### src/rtl/ppb_pkg.sv
package ppb_pkg;

    localparam int NT_DEPTH    = 2048;
    localparam int PAL_DEPTH   = 32;
    localparam int NT_IDX_W    = $clog2(NT_DEPTH);
    localparam int PAL_IDX_W   = $clog2(PAL_DEPTH);
    localparam int ADDR_W      = 16;
    localparam int DATA_W      = 8;
    localparam int MODE_W      = 2;

    // mirroring modes
    localparam logic [MODE_W-1:0] MODE_HORIZONTAL = 2'd0;
    localparam logic [MODE_W-1:0] MODE_VERTICAL   = 2'd1;
    localparam logic [MODE_W-1:0] MODE_SINGLE     = 2'd2;
    localparam logic [MODE_W-1:0] MODE_FOUR       = 2'd3;

    // access kinds
    localparam logic OP_READ  = 1'b0;
    localparam logic OP_WRITE = 1'b1;

    // address space boundaries
    localparam logic [ADDR_W-1:0] NT_SPACE_START  = 16'h2000;
    localparam logic [ADDR_W-1:0] PAL_SPACE_START = 16'h3F00;

    typedef enum logic [1:0] {
        TGT_PATTERN   = 2'd0,
        TGT_NAMETABLE = 2'd1,
        TGT_PALETTE   = 2'd2
    } target_t;

    typedef struct packed {
        target_t                target;
        logic [NT_IDX_W-1:0]    nt_index;
        logic [PAL_IDX_W-1:0]   pal_index;
    } access_t;

endpackage

### src/rtl/ppb_decode.sv
module ppb_decode (
    input  logic [ppb_pkg::MODE_W-1:0] mode,
    input  logic                       operation,
    input  logic [ppb_pkg::ADDR_W-1:0] address,
    output ppb_pkg::access_t           access
);
    import ppb_pkg::*;

    logic [PAL_IDX_W-1:0] pal_folded;

    always_comb
    begin
        // space select
        if (address < NT_SPACE_START)
        begin
            access.target = TGT_PATTERN;
        end
        else if (address < PAL_SPACE_START)
        begin
            access.target = TGT_NAMETABLE;
        end
        else
        begin
            access.target = TGT_PALETTE;
        end

        // nametable folding
        unique case (mode)
            MODE_HORIZONTAL: access.nt_index = {address[11], address[9:0]};
            MODE_SINGLE:     access.nt_index = {1'b0, address[9:0]};
            MODE_VERTICAL,
            MODE_FOUR:       access.nt_index = address[NT_IDX_W-1:0];
            default:         access.nt_index = address[NT_IDX_W-1:0];
        endcase

        // palette folding: sprite backdrop entries alias the background ones
        pal_folded = address[PAL_IDX_W-1:0];
        if (pal_folded[4] && (pal_folded[1:0] == 2'b00))
        begin
            pal_folded[4] = 1'b0;
        end
        // reads of the unused backdrop slots see the universal backdrop
        if ((operation == OP_READ) && (pal_folded[4] == 1'b0)
            && (pal_folded[1:0] == 2'b00) && (pal_folded[3:2] != 2'b00))
        begin
            pal_folded = '0;
        end
        access.pal_index = pal_folded;
    end

endmodule

### config.mk
export PLATFORM = sky130hd
export DESIGN_NAME = ppb_decode
export DESIGN_NICKNAME = d
export VERILOG_FILES = /design/src/rtl/ppb_pkg.sv /design/src/rtl/ppb_decode.sv
export SDC_FILE = /design/constraint.sdc
export NUM_CORES = 1
export LEC_CHECK = 0
export ABC_AREA = 1
export ABC_CLOCK_PERIOD_IN_PS = 800
export BUFFER_PORTS_ARGS = -buffer_cell sky130_fd_sc_hd__buf_2
export CAP_MARGIN = 20
export CORE_AREA = 8 8 45 47
export DETAILED_ROUTE_END_ITERATION = 16
export DIE_AREA = 0 0 53 55
export PLACE_DENSITY_LB_ADDON = 0.25
export SYNTH_ARGS = -nofsm -noshare
export SYNTH_HDL_FRONTEND = slang
export SYNTH_SLANG_ARGS = --single-unit
### constraint.sdc
create_clock -name vclk -period 0.8
set_input_delay 0.12 -clock vclk [all_inputs]
set_output_delay 0.12 -clock vclk [all_outputs]
set_load 0.03 [all_outputs]
---- Yosys cells after proc, flatten, opt, wreduce, memory -nomap -nowiden ----
Index checks and enable logic that the tools add are counted.
cells by class
  order comparisons ....................... 2
  equal/unequal tests ..................... 3
  muxes and demuxes ....................... 5
  bitwise gates (word level) .............. 2
  reduce and logical (&&, ||, !) cells .... 8
operators with widths
  cell                                                           number
  case mux 11 bit (3 select lines)                               1
  less-than comparator 16 x 14 -> 1 bit (second input constant)  2
  two-way mux 5 bit                                              1
  == test 2 bit (second input constant)                          2
  logical AND 1 bit                                              4
  logical NOT 2 bit                                              2
  two-way mux 2 bit                                              2
  == test 2 x 1 -> 1 bit (second input constant)                 1
  NOT 1 bit                                                      2
  nonzero test 2 bit                                             1
  OR reduction 2 bit                                             1
  two-way mux 1 bit                                              1
word-level totals
  flip-flop bits (word level) ............. 0
  bits of input ports ..................... 19
  output and inout port bits .............. 18
  logic and storage cells ................. 20

---- Longest topological paths before layout ----
  depth after elaboration ................. 8
  depth in mapped cells ................... 5
  gate-level depth less buffers ........... 5

---- Worst setup path before layout ----
Ideal clock, no wire load.
  kind .................................... input port to output port
  start ................................... input port address[2] in the netlist's numbering
  end ..................................... output port access[2] in the netlist's numbering
  arrival time ............................ 0.956 ns
  data required time ...................... 0.680 ns
  slack ................................... -0.276 ns
  stages on the path ...................... 3
  path buffers ............................ 0
  cells stage by stage .................... nor2_1 > nor2_1 > a21boi_0
RTL lines
  what             line             text
  start, declared  ppb_decode.sv:4  input logic [ppb_pkg::ADDR_W-1:0] address,
  end, declared    ppb_decode.sv:5  output ppb_pkg::access_t access

==> flow_summary.toml <==
[synthesis]
yosysTopAreaCellShare_pct = 42.86
postSynthNetCount = 52
ys_top_cells_by_area = "buf_4 (43%), nor2_1 (15%), nand2_1 (13%)"
synth_top_area_cell = "buf_4"
synth_cell_types = 9
yosys_warnings = 0
synth_area_um2 = 175.2
syn_inst = 33
syn_area_per_cell_um2 = 5.308
synth-seq-area-share_pct = 0

[global_route]
overflow = 0
grt_max_degree = 4
grt_pass1_vias = 253
grt_pass1_wl_um = 972
antenna_found_initial = 0
track_usage_pct = 4.033

[floorplanning]
initial_core_util_pct = 12.66
coreArea_um2 = 1384
placement_rows = 14
die_w_um = 53
ioPinCount = 37
dieArea_um2 = 2915
die_y_um = 55

[routing]
drt-total-wl_um = 766
vias = 251
vias_per_cell = 3.586
ant_nets = 0
wl_per_cell_um = 10.94
firstDrtPassIters = 3
drtIter0Drc = 2
drc = 0

[sta]
fin_setup_tns_ps = 0
holdWs_ps = 240.0
max_freq_mhz = 1262
slew_violations = 0
setup_viol_count_final = 0
rsz0062_at_grt = "true"
tightest_slew_ps = 160.8
hold_viol_final = 0
layout_setup_ws_ps = 7.621
period_minus_slack_ps = 792.4
slew_headroom_pct = 89.35
post-route-period-util_pct = 99.05

[cells_and_area]
final_common_cell = "buf_2"
fin_nets = 75
drive_above_1_share_pct = 83.33
diodes = 0
layout_common_cells = "buf_2 (20), buf_6 (11), inv_1 (4), nor2_4 (4)"
regArea_um2 = 0
clkbuf_count = 0
area_growth_pct = 130.0
n_sequential_cell = 0
fin_area_um2 = 402.9

[run_status]
status = "completed"

[clocking]
cts_hold_buf = 0
cts_setup_buffers = 0

[hold_path]
hp-class = "in -> out"
min_to = "access[11]"
hold_depth = 0
holdCritStartpoint = "address[6]"

[place]
dp_hpwl_um = 624.6
gp_congestion = 0.5952
port-buffer-count = 31
dp_slack_ps = -69.30
placed_area_um2 = 291.5

[critical_path]
worst_setup_path_end_kind = "primary output"
crit_chain = "buf_2 -> nor2_4 -> buf_6 -> a21boi_2 -> buf_6"
critPathMostFrequentCell = "buf_6"
arrival_ps = 670
start_kind = "input port"
crit_required_ps = 680
cp_max_fo = 3
path_class = "in -> out"
slowest_delay_ps = 140
crit_slowest_cell = "a21boi_2"

[power]
power_density_nw_per_um2 = 697.8
finalPower_uw = 281.1
ir_drop_mv = 0.2241
p_leak_nw = 0.2212

[job]
maxCapViolations = 0
## cell usage after synthesis (all sizes together)
master	count
nor2	8
buf	10
nand2	7
inv	4
a21boi	1
clkbuf	2
a22o	1
## worst max-delay path, delay by kind of cell
family / cells / cell delay, ps
simple gates: 1 / 50
compound gates: 1 / 140
buf+inv: 3 / 370
## cells by family after synthesis
family | synth area share, %
and+or+nand+nor | 35.01
AOI/OAI and AO/OA | 9.288
buffers and inverters | 55.71
## stage by stage
step	utilization, %	std cells
floorplan	-	33
global placement	21.07	70
detailed placement	21.07	70
CTS	26.67	70
global route	29.11	70
finish	29.11	70
## per-layer routing
| layer | wire, um | track usage, % |
|---|---|---|
| met5 | 0 | 0 |
| met1 | 196 | 3.318 |
| met3 | 95 | 1.872 |
| met2 | 474 | 8.594 |
| met4 | 0 | 0.4310 |
## power breakdown
group	switching (mW)	total (mW)	internal (mW)	leakage, nW
clock network	0	0	0	0
logic	0.159	0.281	0.122	0.221
registers	0	0	0	0
## what timing repair did
item / in CTS / in global routing
resized for setup: 20 / 10
endpoints found under the setup margin: 5 / 5
hold endpoints to repair: 0 / 0
pin swaps: 9 / 10
## cell type report
class	count	area, um2
Inverter	4	15.01
Timing Repair Buffer	33	239.0
Multi-Input combinational cell	17	128.9
Tap cell	16	20.02
Fill cell	164	980.9
## worst max path at each step
stage	startpoint	end	cells after the start
global placement	address[2]	access[3]	7
floorplan	address[11]	access[16]	5
CTS	address[8]	access[16]	7
detailed placement	address[11]	access[17]	6
finish	address[0]	access[2]	5
global route	address[0]	access[2]	5
Note: power is estimated with default switching activity, not from simulation.
